File: config.mk
export PLATFORM = sky130hd
export DESIGN_NAME = cycler_mode_limit_supervisor_core
export DESIGN_NICKNAME = d
export VERILOG_FILES = /design/src/sv/cmls_pkg.sv /design/src/sv/cmls_power.sv /design/src/sv/cmls_supervisor.sv /design/src/sv/cycler_mode_limit_supervisor_core.sv
export SDC_FILE = /design/constraint.sdc
export NUM_CORES = 2
export LEC_CHECK = 0
export BUFFER_PORTS_ARGS = -buffer_cell sky130_fd_sc_hd__buf_2
export CAP_MARGIN = 10
export CELL_PAD_IN_SITES_DETAIL_PLACEMENT = 0
export CELL_PAD_IN_SITES_GLOBAL_PLACEMENT = 2
export CORE_ASPECT_RATIO = 0.5
export CORE_UTILIZATION = 40
export CTS_BUF_LIST = sky130_fd_sc_hd__clkbuf_8
export DETAILED_ROUTE_END_ITERATION = 10
export PLACE_DENSITY_LB_ADDON = 0.3
export SLEW_MARGIN = 20
export SYNTH_ARGS = -nofsm -noshare
export SYNTH_HDL_FRONTEND = slang
export SYNTH_HIERARCHICAL = 1
export SYNTH_SLANG_ARGS = --single-unit
File: constraint.sdc
create_clock -name clk_i -period 7.5 [get_ports clk_i]
set_input_delay 0 -clock clk_i [delete_from_list [all_inputs] [get_ports clk_i]]
set_output_delay 0 -clock clk_i [all_outputs]
set_load 0.01 [all_outputs]
File: src/sv/cmls_pkg.sv
// Shared types, codes and constants of the cycler mode and limit supervisor.
package cmls_pkg;

  localparam int unsigned TICKS_PER_MS  = 10;
  localparam int unsigned POWER_DIVISOR = 100000;

  // Mode codes; six and seven are unknown modes
  localparam logic [2:0] MODE_IDLE  = 3'd0;
  localparam logic [2:0] MODE_WAIT  = 3'd1;
  localparam logic [2:0] MODE_CV    = 3'd2;
  localparam logic [2:0] MODE_CC    = 3'd3;
  localparam logic [2:0] MODE_CP    = 3'd4;
  localparam logic [2:0] MODE_ERROR = 3'd5;

  // Limit kinds
  localparam logic [1:0] LIM_TIME = 2'd0;
  localparam logic [1:0] LIM_VOLT = 2'd1;
  localparam logic [1:0] LIM_CURR = 2'd2;
  localparam logic [1:0] LIM_PWR  = 2'd3;

  // Limit states
  localparam logic [1:0] ST_REACHED     = 2'd0;
  localparam logic [1:0] ST_NOT_REACHED = 2'd1;
  localparam logic [1:0] ST_ALREADY     = 2'd2;
  localparam logic [1:0] ST_ERROR       = 2'd3;

  // Directions
  localparam logic [1:0] DIR_CHARGE    = 2'd0;
  localparam logic [1:0] DIR_DISCHARGE = 2'd1;
  localparam logic [1:0] DIR_WAIT      = 2'd2;

  // Drive commands
  localparam logic [1:0] DRV_NONE    = 2'd0;
  localparam logic [1:0] DRV_DISABLE = 2'd1;
  localparam logic [1:0] DRV_APPLY   = 2'd2;
  localparam logic [1:0] DRV_ENABLE  = 2'd3;

  // Configuration register indexes
  localparam logic [2:0] CFG_REQ_MODE       = 3'd0;
  localparam logic [2:0] CFG_REQ_LIMIT_TYPE = 3'd1;
  localparam logic [2:0] CFG_REQ_MODE_REF   = 3'd2;
  localparam logic [2:0] CFG_REQ_LIMIT_REF  = 3'd3;
  localparam logic [2:0] CFG_REQ_OUT_EN     = 3'd4;
  localparam logic [2:0] CFG_SETTLE_TIME    = 3'd5;

  typedef struct packed {
    logic [2:0]  req_mode;
    logic [1:0]  req_limit_type;
    logic [15:0] req_mode_ref;
    logic [15:0] req_limit_ref;
    logic        req_output_enable;
    logic [15:0] settle_time_ms;
  } cfg_t;

  // Request after the power pipeline
  typedef struct packed {
    logic        command;
    logic [15:0] ls_volt;
    logic [15:0] ls_curr;
    logic [15:0] power;
  } item_t;

  typedef struct packed {
    logic        step_status;
    logic [1:0]  drive_command;
    logic [1:0]  regulation_mode;
    logic [15:0] regulation_ref;
    logic [2:0]  current_mode;
    logic [1:0]  limit_status;
    logic [1:0]  direction;
    logic [31:0] elapsed_ms;
    logic        output_on;
  } result_t;

endpackage

File: src/sv/cmls_power.sv
// Two-stage power pipeline: current times voltage, then divide by a constant.
module cmls_power import cmls_pkg::*; #(
  parameter int unsigned PowerDivisor = POWER_DIVISOR
) (
  input  logic        clk_i,
  input  logic        rst_ni,
  input  logic        en_i,
  input  logic        valid_i,
  input  logic        command_i,
  input  logic [15:0] ls_volt_i,
  input  logic [15:0] ls_curr_i,
  output logic        valid_o,
  output item_t       item_o
);

  // Exact quotient by reciprocal for a 31-bit magnitude
  localparam int unsigned DivLog   = $clog2(PowerDivisor);
  localparam int unsigned Shift    = 31 + DivLog;
  localparam logic [63:0] RecipFull =
    ((64'd1 << Shift) + 64'(PowerDivisor) - 64'd1) / 64'(PowerDivisor);
  localparam logic [31:0] Recip    = RecipFull[31:0];

  logic signed [31:0] prod;
  logic [30:0]        mag;

  logic        s1_valid_q;
  logic        s1_cmd_q;
  logic [15:0] s1_volt_q;
  logic [15:0] s1_curr_q;
  logic [30:0] s1_mag_q;
  logic        s1_neg_q;

  logic [62:0] qfull;
  logic [62:0] quo;
  logic [15:0] pwr_d;

  logic  s2_valid_q;
  item_t s2_item_q;

  // Voltage is taken as a signed 16-bit value here
  assign prod = $signed(ls_curr_i) * $signed(ls_volt_i);
  assign mag  = prod[31] ? 31'(-prod) : prod[30:0];

  assign qfull = 63'(s1_mag_q) * 63'(Recip);
  assign quo   = qfull >> Shift;
  assign pwr_d = s1_neg_q ? 16'(-quo[15:0]) : quo[15:0];

  always_ff @(posedge clk_i or negedge rst_ni) begin
    if (!rst_ni) begin
      s1_valid_q <= 1'b0;
      s2_valid_q <= 1'b0;
    end else if (en_i) begin
      s1_valid_q <= valid_i;
      s2_valid_q <= s1_valid_q;
    end
  end

  always_ff @(posedge clk_i) begin
    if (en_i) begin
      s1_cmd_q          <= command_i;
      s1_volt_q         <= ls_volt_i;
      s1_curr_q         <= ls_curr_i;
      s1_mag_q          <= mag;
      s1_neg_q          <= prod[31];
      s2_item_q.command <= s1_cmd_q;
      s2_item_q.ls_volt <= s1_volt_q;
      s2_item_q.ls_curr <= s1_curr_q;
      s2_item_q.power   <= pwr_d;
    end
  end

  assign valid_o = s2_valid_q;
  assign item_o  = s2_item_q;

endmodule

File: src/sv/cmls_supervisor.sv
// Mode state, millisecond timer and limit checks for one request per cycle while fire_i is high.
module cmls_supervisor import cmls_pkg::*; #(
  parameter int unsigned TicksPerMs = TICKS_PER_MS
) (
  input  logic    clk_i,
  input  logic    rst_ni,
  input  logic    fire_i,
  input  item_t   item_i,
  input  cfg_t    cfg_i,
  output result_t res_o
);

  logic [2:0]  mode_q, mode_d;
  logic [1:0]  lt_q, lt_d;
  logic [15:0] mref_q, mref_d;
  logic [15:0] lref_q, lref_d;
  logic        out_on_q, out_on_d;
  logic [1:0]  lstate_q, lstate_d;
  logic [1:0]  action_q, action_d;
  logic [31:0] elapsed_q, elapsed_d;
  logic [3:0]  presc_q, presc_d;

  logic [3:0]         presc_inc;
  logic [31:0]        el_tick;
  logic               settled;
  logic               chg;
  logic signed [16:0] lu_s;
  logic signed [16:0] curr_s;
  logic signed [16:0] pwr_s;
  logic               time_hit;
  logic               volt_hit;
  logic [1:0]         chk;
  logic               is_reg;
  logic [1:0]         dir_apply;

  assign presc_inc = presc_q + 4'd1;
  assign el_tick   = (presc_inc >= 4'(TicksPerMs) && elapsed_q != '1) ?
                     elapsed_q + 32'd1 : elapsed_q;
  assign settled   = el_tick >= {16'd0, cfg_i.settle_time_ms};
  assign chg       = action_q == DIR_CHARGE;
  assign lu_s      = $signed({1'b0, lref_q});
  assign curr_s    = $signed({item_i.ls_curr[15], item_i.ls_curr});
  assign pwr_s     = $signed({item_i.power[15], item_i.power});
  assign time_hit  = el_tick >= {{16{lref_q[15]}}, lref_q};
  assign volt_hit  = chg ? (item_i.ls_volt >= lref_q) : (item_i.ls_volt <= lref_q);

  // Limit check of a tick, in the order of the mode then the limit kind
  always_comb begin
    chk = ST_NOT_REACHED;
    case (mode_q)
      MODE_CV: begin
        if (lt_q == LIM_CURR && (chg ? curr_s <= lu_s : curr_s >= lu_s) && settled) begin
          chk = ST_REACHED;
        end else if (lt_q == LIM_PWR && settled) begin
          if (chg ? pwr_s <= lu_s : pwr_s >= lu_s) begin
            chk = ST_REACHED;
          end
        end
      end
      MODE_CC: begin
        if (lt_q == LIM_VOLT && volt_hit) begin
          chk = ST_REACHED;
        end else if (lt_q == LIM_PWR && settled && pwr_s >= lu_s) begin
          chk = ST_REACHED;
        end
      end
      MODE_CP: begin
        if (lt_q == LIM_VOLT && volt_hit) begin
          chk = ST_REACHED;
        end else if (lt_q == LIM_CURR && curr_s <= lu_s && settled) begin
          chk = ST_REACHED;
        end
      end
      default: begin
        chk = (action_q == DIR_WAIT) ? ST_NOT_REACHED : ST_ERROR;
      end
    endcase
  end

  assign is_reg = cfg_i.req_mode inside {MODE_CV, MODE_CC, MODE_CP};

  always_comb begin
    case (cfg_i.req_mode)
      MODE_CV: begin
        dir_apply = ($signed({cfg_i.req_mode_ref[15], cfg_i.req_mode_ref}) >=
                     $signed({1'b0, item_i.ls_volt})) ? DIR_CHARGE : DIR_DISCHARGE;
      end
      MODE_CC, MODE_CP: begin
        dir_apply = cfg_i.req_mode_ref[15] ? DIR_DISCHARGE : DIR_CHARGE;
      end
      default: begin
        dir_apply = DIR_WAIT;
      end
    endcase
  end

  always_comb begin
    mode_d    = mode_q;
    lt_d      = lt_q;
    mref_d    = mref_q;
    lref_d    = lref_q;
    out_on_d  = out_on_q;
    lstate_d  = lstate_q;
    action_d  = action_q;
    elapsed_d = elapsed_q;
    presc_d   = presc_q;
    res_o.step_status     = 1'b0;
    res_o.drive_command   = DRV_NONE;
    res_o.regulation_mode = 2'd0;
    res_o.regulation_ref  = 16'd0;
    if (fire_i) begin
      if (item_i.command) begin
        // Apply: load the requested mode; prescaler holds its count
        mode_d    = cfg_i.req_mode;
        lt_d      = cfg_i.req_limit_type;
        mref_d    = cfg_i.req_mode_ref;
        lref_d    = cfg_i.req_limit_ref;
        action_d  = dir_apply;
        elapsed_d = 32'd0;
        lstate_d  = (cfg_i.req_mode == MODE_ERROR || cfg_i.req_mode == MODE_IDLE) ?
                    ST_ALREADY : ST_NOT_REACHED;
        out_on_d  = is_reg && cfg_i.req_output_enable;
        if (!cfg_i.req_output_enable) begin
          res_o.drive_command = DRV_DISABLE;
        end else if (is_reg) begin
          res_o.drive_command = DRV_ENABLE;
        end else begin
          res_o.step_status = 1'b1;
        end
      end else begin
        presc_d   = (presc_inc >= 4'(TicksPerMs)) ? 4'd0 : presc_inc;
        elapsed_d = el_tick;
        if (lt_q == LIM_TIME) begin
          lstate_d = time_hit ? ST_REACHED : lstate_q;
        end else begin
          lstate_d = chk;
        end
        case (lstate_d)
          ST_NOT_REACHED: begin
            case (mode_q)
              MODE_IDLE: begin
              end
              MODE_WAIT: begin
                res_o.drive_command = DRV_DISABLE;
                out_on_d            = 1'b0;
              end
              MODE_CV, MODE_CC, MODE_CP: begin
                res_o.drive_command   = DRV_APPLY;
                res_o.regulation_mode = 2'(mode_q - MODE_CV);
                res_o.regulation_ref  = mref_q;
              end
              default: begin
                res_o.drive_command = DRV_DISABLE;
                out_on_d            = 1'b0;
                res_o.step_status   = 1'b1;
              end
            endcase
          end
          ST_REACHED: begin
            // Fall back to idle with the output off
            mode_d              = MODE_IDLE;
            lt_d                = LIM_TIME;
            mref_d              = 16'd0;
            lref_d              = 16'd0;
            out_on_d            = 1'b0;
            action_d            = DIR_WAIT;
            elapsed_d           = 32'd0;
            lstate_d            = ST_ALREADY;
            res_o.drive_command = DRV_DISABLE;
          end
          ST_ERROR: begin
            res_o.step_status = 1'b1;
          end
          default: begin
          end
        endcase
      end
    end
    res_o.current_mode = mode_d;
    res_o.limit_status = lstate_d;
    res_o.direction    = action_d;
    res_o.elapsed_ms   = elapsed_d;
    res_o.output_on    = out_on_d;
  end

  always_ff @(posedge clk_i or negedge rst_ni) begin
    if (!rst_ni) begin
      mode_q    <= MODE_IDLE;
      lt_q      <= LIM_TIME;
      mref_q    <= 16'd0;
      lref_q    <= 16'd0;
      out_on_q  <= 1'b0;
      lstate_q  <= ST_ALREADY;
      action_q  <= DIR_WAIT;
      elapsed_q <= 32'd0;
      presc_q   <= 4'd0;
    end else begin
      mode_q    <= mode_d;
      lt_q      <= lt_d;
      mref_q    <= mref_d;
      lref_q    <= lref_d;
      out_on_q  <= out_on_d;
      lstate_q  <= lstate_d;
      action_q  <= action_d;
      elapsed_q <= elapsed_d;
      presc_q   <= presc_d;
    end
  end

endmodule

File: src/sv/cycler_mode_limit_supervisor_core.sv
// Top level of the cycler mode and limit supervisor.
//
// Requests enter on in_valid_i / in_stall_o with command_i (0 control tick,
// 1 apply requested mode), ls_volt_i and ls_curr_i. Each request yields
// exactly one result on out_valid_o / out_stall_i, in request order.
// The requested mode, limit and settle time are set beforehand on the
// configuration port (cfg_valid_i, cfg_ready_o, cfg_index_i, cfg_data_i),
// which is always ready; writes with an unused index are dropped.
// An accepted request passes the power product register, then the register
// of its constant divide, and then the result register, which loads from
// one pass through the mode state, timer and limit checks.
// Throughput is one request per cycle unless a valid result is stalled;
// the mode state is the only loop and it closes within that single pass.
// Reset returns to idle mode, limit already reached, direction wait, elapsed
// time and prescaler zero, and clears all configuration registers.
// When the receiver stalls a valid result, the whole pipeline holds and
// in_stall_o rises in the same cycle; nothing is dropped or repeated.
module cycler_mode_limit_supervisor_core import cmls_pkg::*; #(
  parameter int unsigned TicksPerMs   = TICKS_PER_MS,
  parameter int unsigned PowerDivisor = POWER_DIVISOR
) (
  input  logic        clk_i,
  input  logic        rst_ni,
  // Configuration writes
  input  logic        cfg_valid_i,
  output logic        cfg_ready_o,
  input  logic [2:0]  cfg_index_i,
  input  logic [15:0] cfg_data_i,
  // Request channel
  input  logic        in_valid_i,
  output logic        in_stall_o,
  input  logic        command_i,
  input  logic [15:0] ls_volt_i,
  input  logic [15:0] ls_curr_i,
  // Result channel
  output logic        out_valid_o,
  input  logic        out_stall_i,
  output logic        step_status_o,
  output logic [1:0]  drive_command_o,
  output logic [1:0]  regulation_mode_o,
  output logic [15:0] regulation_ref_o,
  output logic [2:0]  current_mode_o,
  output logic [1:0]  limit_status_o,
  output logic [1:0]  direction_o,
  output logic [31:0] elapsed_ms_o,
  output logic        output_on_o
);

  cfg_t    cfg_q;
  logic    advance;
  logic    s2_valid;
  item_t   s2_item;
  logic    fire;
  result_t res;
  logic    out_valid_q;
  result_t out_q;

  // Advance the pipeline whenever the result register is free or being taken
  assign advance     = !out_valid_q || !out_stall_i;
  assign in_stall_o  = !advance;
  assign fire        = advance && s2_valid;
  assign cfg_ready_o = 1'b1;

  always_ff @(posedge clk_i or negedge rst_ni) begin
    if (!rst_ni) begin
      cfg_q <= '0;
    end else if (cfg_valid_i) begin
      case (cfg_index_i)
        CFG_REQ_MODE:       cfg_q.req_mode          <= cfg_data_i[2:0];
        CFG_REQ_LIMIT_TYPE: cfg_q.req_limit_type    <= cfg_data_i[1:0];
        CFG_REQ_MODE_REF:   cfg_q.req_mode_ref      <= cfg_data_i;
        CFG_REQ_LIMIT_REF:  cfg_q.req_limit_ref     <= cfg_data_i;
        CFG_REQ_OUT_EN:     cfg_q.req_output_enable <= cfg_data_i[0];
        CFG_SETTLE_TIME:    cfg_q.settle_time_ms    <= cfg_data_i;
        default: begin
        end
      endcase
    end
  end

  cmls_power #(
    .PowerDivisor(PowerDivisor)
  ) u_power (
    .clk_i    (clk_i),
    .rst_ni   (rst_ni),
    .en_i     (advance),
    .valid_i  (in_valid_i),
    .command_i(command_i),
    .ls_volt_i(ls_volt_i),
    .ls_curr_i(ls_curr_i),
    .valid_o  (s2_valid),
    .item_o   (s2_item)
  );

  cmls_supervisor #(
    .TicksPerMs(TicksPerMs)
  ) u_supervisor (
    .clk_i (clk_i),
    .rst_ni(rst_ni),
    .fire_i(fire),
    .item_i(s2_item),
    .cfg_i (cfg_q),
    .res_o (res)
  );

  // Result register: hold while stalled
  always_ff @(posedge clk_i or negedge rst_ni) begin
    if (!rst_ni) begin
      out_valid_q <= 1'b0;
    end else if (advance) begin
      out_valid_q <= s2_valid;
    end
  end

  always_ff @(posedge clk_i) begin
    if (fire) begin
      out_q <= res;
    end
  end

  assign out_valid_o       = out_valid_q;
  assign step_status_o     = out_q.step_status;
  assign drive_command_o   = out_q.drive_command;
  assign regulation_mode_o = out_q.regulation_mode;
  assign regulation_ref_o  = out_q.regulation_ref;
  assign current_mode_o    = out_q.current_mode;
  assign limit_status_o    = out_q.limit_status;
  assign direction_o       = out_q.direction;
  assign elapsed_ms_o      = out_q.elapsed_ms;
  assign output_on_o       = out_q.output_on;

endmodule
* Word-level counts from Yosys, hierarchy flattened
Cells that the tools add are included.
** Storage, ports and cells
- Register bits after elaboration :: 310
- Bits of input ports :: 57
- Output and inout port bits :: 64
- Logic and storage cells :: 167
** Cells by class
- Add/subtract/negate cells :: 5
- $mul :: 2
- $lt $le $gt $ge :: 10
- Equal/unequal tests :: 20
- Muxes and demuxes :: 54
- Bitwise logic cells :: 3
- Reduce and logical (&&, ||, !) cells :: 36
** Operator list (count)
- $mux W32 :: 4
- $mul A31 B29 Y60 const B :: 1
- $ge A16 B17 Y1 :: 3
- $mux W16 :: 3
- $mux W2 :: 20
- $le A16 B17 Y1 :: 2
- $add A32 B1 Y32 const B :: 1
- $ge A32 B16 Y1 :: 1
- $ge A32 B32 Y1 :: 1
- $mul A16 B16 Y32 :: 1
- $ne A32 B32 Y1 const B :: 1
- $mux W31 :: 1
- $neg A31 Y31 :: 1
- $eq A3 B2 Y1 const B :: 6
- $ge A16 B16 Y1 :: 1
- $le A16 B16 Y1 :: 1
- $neg A15 Y16 :: 1
- $reduce_and A2 Y1 :: 8
- $eq A3 B3 Y1 const B :: 5
- $mux W15 :: 1
- $mux W1 :: 14
- $mux W3 :: 4
- $pmux W2 S2 :: 3
- $logic_and A1 B1 Y1 :: 10
- 20 further kinds :: 36

* Depth between registers and ports, before layout
- Depth after elaboration :: 17
- Depth in mapped cells :: 28
- Depth with buffers taken out :: 26

* Cells and area by module
Netlist, hierarchy kept.
** By module, submodules not included
- cmls_power :: instances 1, cells an instance 2995, area an instance 30369.1 sq um, sequential area each 3473.3 sq um
- cmls_supervisor :: instances 1, cells an instance 840, area an instance 7374.6 sq um, sequential area each 1954.4 sq um
- cycler_mode_limit_supervisor_core :: instances 1, cells an instance 186, area an instance 4021.4 sq um, sequential area each 3208.1 sq um

* Least setup slack after synthesis
OpenSTA, ideal clock, no wires.
- Kind :: register -> register
- From :: register u_power.s1_mag_q[19]
- To :: register u_power.s2_item_q (netlist bit u_power/item_o[11]) (data pin)
- Library setup time :: 0.265 ns
- Data arrival time :: 7.300 ns
- Data required time :: 7.235 ns
- Setup slack :: -0.065 ns
- Cell stages (with the launch flop) :: 26
- Path buffers :: 1
- Period minus slack after synthesis :: 7.565 ns
- Cells stage by stage :: edfxtp_1 -> ha_1 -> fa_1 -> inv_1 -> fa_1 -> fa_1 -> inv_1 -> fa_1 -> fa_1 -> fa_1 -> inv_1 -> fa_1 -> inv_1 -> ha_1 -> buf_2 -> nand4_1 -> o31ai_1 -> a211oi_1 -> or2_1 -> o31ai_1 -> nor4_1 -> nor4_2 -> nand4b_1 -> or4_1 -> o21ai_1 -> xnor2_1
** Between the ends
- Longest elaborated chain between the ends :: 3
** RTL lines
- start, declared :: line cmls_power.sv:30 : logic [30:0] s1_mag_q;
- start signal, assigned :: line cmls_power.sv:63 : s1_mag_q <= mag;
- $mul A31 B29 Y60 (*) :: line cmls_power.sv:44 : assign qfull = 63'(s1_mag_q) * 63'(Recip);
- $neg A15 Y16 :: line cmls_power.sv:46 : assign pwr_d = s1_neg_q ? 16'(-quo[15:0]) : quo[15:0];
- $mux W15 (*) :: line cmls_power.sv:46
- net u_power.pwr_d[11] :: line cmls_power.sv:35 : logic [15:0] pwr_d;
- end, declared :: line cmls_power.sv:38 : item_t s2_item_q;
The timed path passes the listed nets; every way through them passes the cells marked *.
A chain may end at the register's enable or synchronous reset.

* Final worst setup path
- From :: register u_power.s1_mag_q[7]
- To :: register u_power.s2_item_q (netlist bit u_power/item_o[13]) (data pin)
Same word-level chain as after synthesis.

==> flow_summary.json <==
{
  "end_kind": "register",
  "post-dp-hpwl_um": 103000,
  "htree_levels": 2,
  "use_met1_pct": 33.4,
  "syn_nets": 5281,
  "clock_skew_ns": 0.0413,
  "synth_edf_count": 175,
  "drive_gt1_share_pct": 20.3,
  "setup_viol": 8,
  "r2r_slack_ns": -0.33,
  "use_met3_pct": 3.11,
  "placed_area_mm2": 0.0466,
  "vias": 30500,
  "port_buffers": 119,
  "boundaryPins": 121,
  "busiest_layer": "met2",
  "fin_nets": 5808,
  "critical_path_class": "register to register",
  "grt_use_met2_pct": 40.1,
  "slew_headroom_pct": 28.4,
  "synth_area_mm2": 0.0418,
  "slowest_delay_ns": 0.64,
  "worst_path_most_repeated_cell": "fa_1",
  "grt_max_degree": 71,
  "overflow": 0,
  "slew_violations": 0,
  "initial_core_util_pct": 40.5,
  "clk_latency_ns": 0.71,
  "async_flop_share_pct": 43.5,
  "period_share_pct": 104,
  "crit_buf_inv": 10,
  "routed_wl_um": 125000,
  "synth.avg_cell_area_um2": 10.4,
  "hold_depth": 3,
  "yosysTopAreaCell": "fa_1",
  "synth_seq_area_share_pct": 20.7,
  "critPathLaunchType": "register",
  "dp_cells": 5802,
  "die_h_um": 230,
  "grt_usage_pct": 24.1,
  "timing.rr.end": "u_power/item_o[13]$_DFFE_PP_",
  "ys_warn_count": 6,
  "antenna_found_initial": 9,
  "max_freq_ghz": 0.128,
  "postLayoutCellArea_mm2": 0.0501,
  "core_mm2": 0.103,
  "worst-r2r-cell-count": 30,
  "outcome": "complete, but fails checks",
  "critPathMaxFanout": 4,
  "slowest_stage": "fa_1",
  "cts-buffers-inserted": 51,
  "synth_cells": 4021,
  "ys_types": 110,
  "hold_class": "input port to register",
  "ant_nets": 0,
  "critical_path.top_delay_family": "adder cells",
  "wire_per_inst_um": 20.8,
  "max_cap_violations": 0,
  "grt_pass1_vias": 32900,
  "fin_crit_ns": 7.83,
  "gp_congestion": 0.944,
  "violations": "negative setup slack",
  "pre_cts_ws_ns": -0.594,
  "grt_first_pass_wirelength_um": 194000,
  "holdCritStartpoint": "ls_curr_i[1]",
  "instances_no_fill": 5994,
  "finalHoldViolCount": 0,
  "root_buffer": "clkbuf_8",
  "dieWidth_um": 459,
  "fin_ws_ns": -0.335,
  "cts.path.max_buffers": 3,
  "clkTransAtPathRegs_ns": 0.07,
  "min_to": "u_power/s1_curr_q[1]$_DFFE_PP_",
  "synth_commonest_cells": "inv_1 (871), fa_1 (609), ha_1 (594)",
  "arrival_ns": 8.26,
  "drt_iter0_drc": 1729,
  "first_pass_iters": 5,
  "rows": 83,
  "worstPathRequired_ns": 7.93,
  "synth.area.top_cells": "fa_1 (29%), ha_1 (18%), edfxtp_1 (13%)",
  "fillers": 9622,
  "cp.depth": 30,
  "synth_top_area_share_pct": 29.2,
  "syn_to_final_growth_pct": 19.9,
  "regToRegStartpoint": "u_power/s1_mag_q[7]$_DFFE_PP_",
  "dieArea_mm2": 0.106,
  "cts_tree": "done",
  "yosys.cell_count.top_type": "inv_1",
  "synth-main-ff-cell": "edfxtp_1",
  "via_per_inst": 5.08,
  "clock-sinks": 310,
  "drc": 0,
  "tightest_slew_ns": 1.07,
  "rsz0062_at_grt": "yes",
  "synth-seq-cells": 310
}
## area by class of cell
| class | count | area, µm² | area share [%] |
|---|---|---|---|
| Tap cell | 1402 | 1750 | 3.50 |
| Inverter | 876 | 3290 | 6.58 |
| Sequential cell | 310 | 8640 | 17.2 |
| Clock inverter | 41 | 287 | 0.572 |
| Antenna cell | 1 | 2.50 | 0.00500 |
| Timing Repair Buffer | 562 | 4340 | 8.66 |
| Clock buffer | 55 | 757 | 1.51 |
| Multi-Input combinational cell | 2747 | 31000 | 61.9 |
## worst reg2reg max path, delay by kind of cell, from the launching register on
kind,cells,cell delay (ns)
and+or+nand+nor,6,1.55
xor gates and xnor gates,1,0.12
DFF,1,0.43
AOI/OAI and AO/OA,4,0.55
adders and majority gates,9,3.82
buffers and inverters,10,1.10
## metrics by stage
| stage | util, % | hold WS, ns | TNS (ns) |
|---|---|---|---|
| 3_5_place_dp | 45.2 | 0.0812 | -5.02 |
| 4_1_cts | 47.6 | 0.0203 | -1.48 |
| 2_1_floorplan | - | -0.296 | -0.0134 |
| 6_report | 48.6 | 0.103 | -1.56 |
| 3_3_place_gp | 45.2 | 0.0817 | -4.83 |
| 5_1_grt | 48.6 | 0.0634 | -4.01 |
## logic make-up after synthesis
group / after synthesis / share of synthesized area (%)
AOI/OAI and AO/OA: 482 / 8.09
xor gates and xnor gates: 136 / 2.89
muxes: 62 / 1.75
other: 1 / 0.00898
DFF: 310 / 20.7
and+or+nand+nor: 863 / 10.6
adders and majority gates: 1203 / 47.0
buffers and inverters: 964 / 8.98
## layer usage
| metal | routed length [µm] | part of all wire [%] | vias up |
|---|---|---|---|
| met5 | 0 | 0 | - |
| li1 | - | - | 14200 |
| met1 | 57500 | 46 | 15500 |
| met3 | 5480 | 4.4 | 153 |
| met2 | 59200 | 47 | 603 |
| met4 | 2710 | 2.2 | 0 |
## how the worst max path moves through the flow
stage / startpoint / to / slack (ns)
global placement: u_power/s1_mag_q[3]$_DFFE_PP_ / u_power/item_o[13]$_DFFE_PP_ / -0.53
floorplan: u_power/s1_mag_q[19]$_DFFE_PP_ / u_power/item_o[11]$_DFFE_PP_ / -0.01
global route: u_power/s1_mag_q[17]$_DFFE_PP_ / u_power/item_o[13]$_DFFE_PP_ / -0.52
finish: u_power/s1_mag_q[7]$_DFFE_PP_ / u_power/item_o[13]$_DFFE_PP_ / -0.33
detailed placement: u_power/s1_mag_q[13]$_DFFE_PP_ / u_power/item_o[13]$_DFFE_PP_ / -0.59
CTS: u_power/s1_mag_q[2]$_DFFE_PP_ / u_power/item_o[13]$_DFFE_PP_ / -0.29
## state kept, by name (all words and copies together) (netlist names), 16 cells and up
signal                  cells
u_supervisor/lref_q        16
u_power/s1_curr_q          16
u_supervisor/mref_q        16
elapsed_ms_o               32
u_supervisor/elapsed_q     32
cfg_q                      54
u_power/item_o             49
u_power/s1_volt_q          16
u_power/s1_mag_q           31
regulation_ref_o           16
## timing repair
item / 4_1_cts / 5_1_grt
cloned: 0 / 0
pin swaps: 69 / 110
endpoints found under the hold margin: 184 / 0
hold buffers: 60 / 0
resized for setup: 113 / 180
endpoints found under the setup margin: 15 / 18
buffers inserted: 19 / 20
## cells in the final DEF (no fill, tap or decap), drive strengths merged, types with 122 or more instances in the layout
cell,Yosys,routed
fa,609,609
edfxtp,175,175
inv,873,893
nand2,273,273
a21oi,122,122
ha,594,594
buf,33,498
and2,130,130
nor2,163,163
dfrtp,133,133
Power is not shown: default switching activity piles up to over one toggle a cycle in this logic, so the estimate is an artifact.
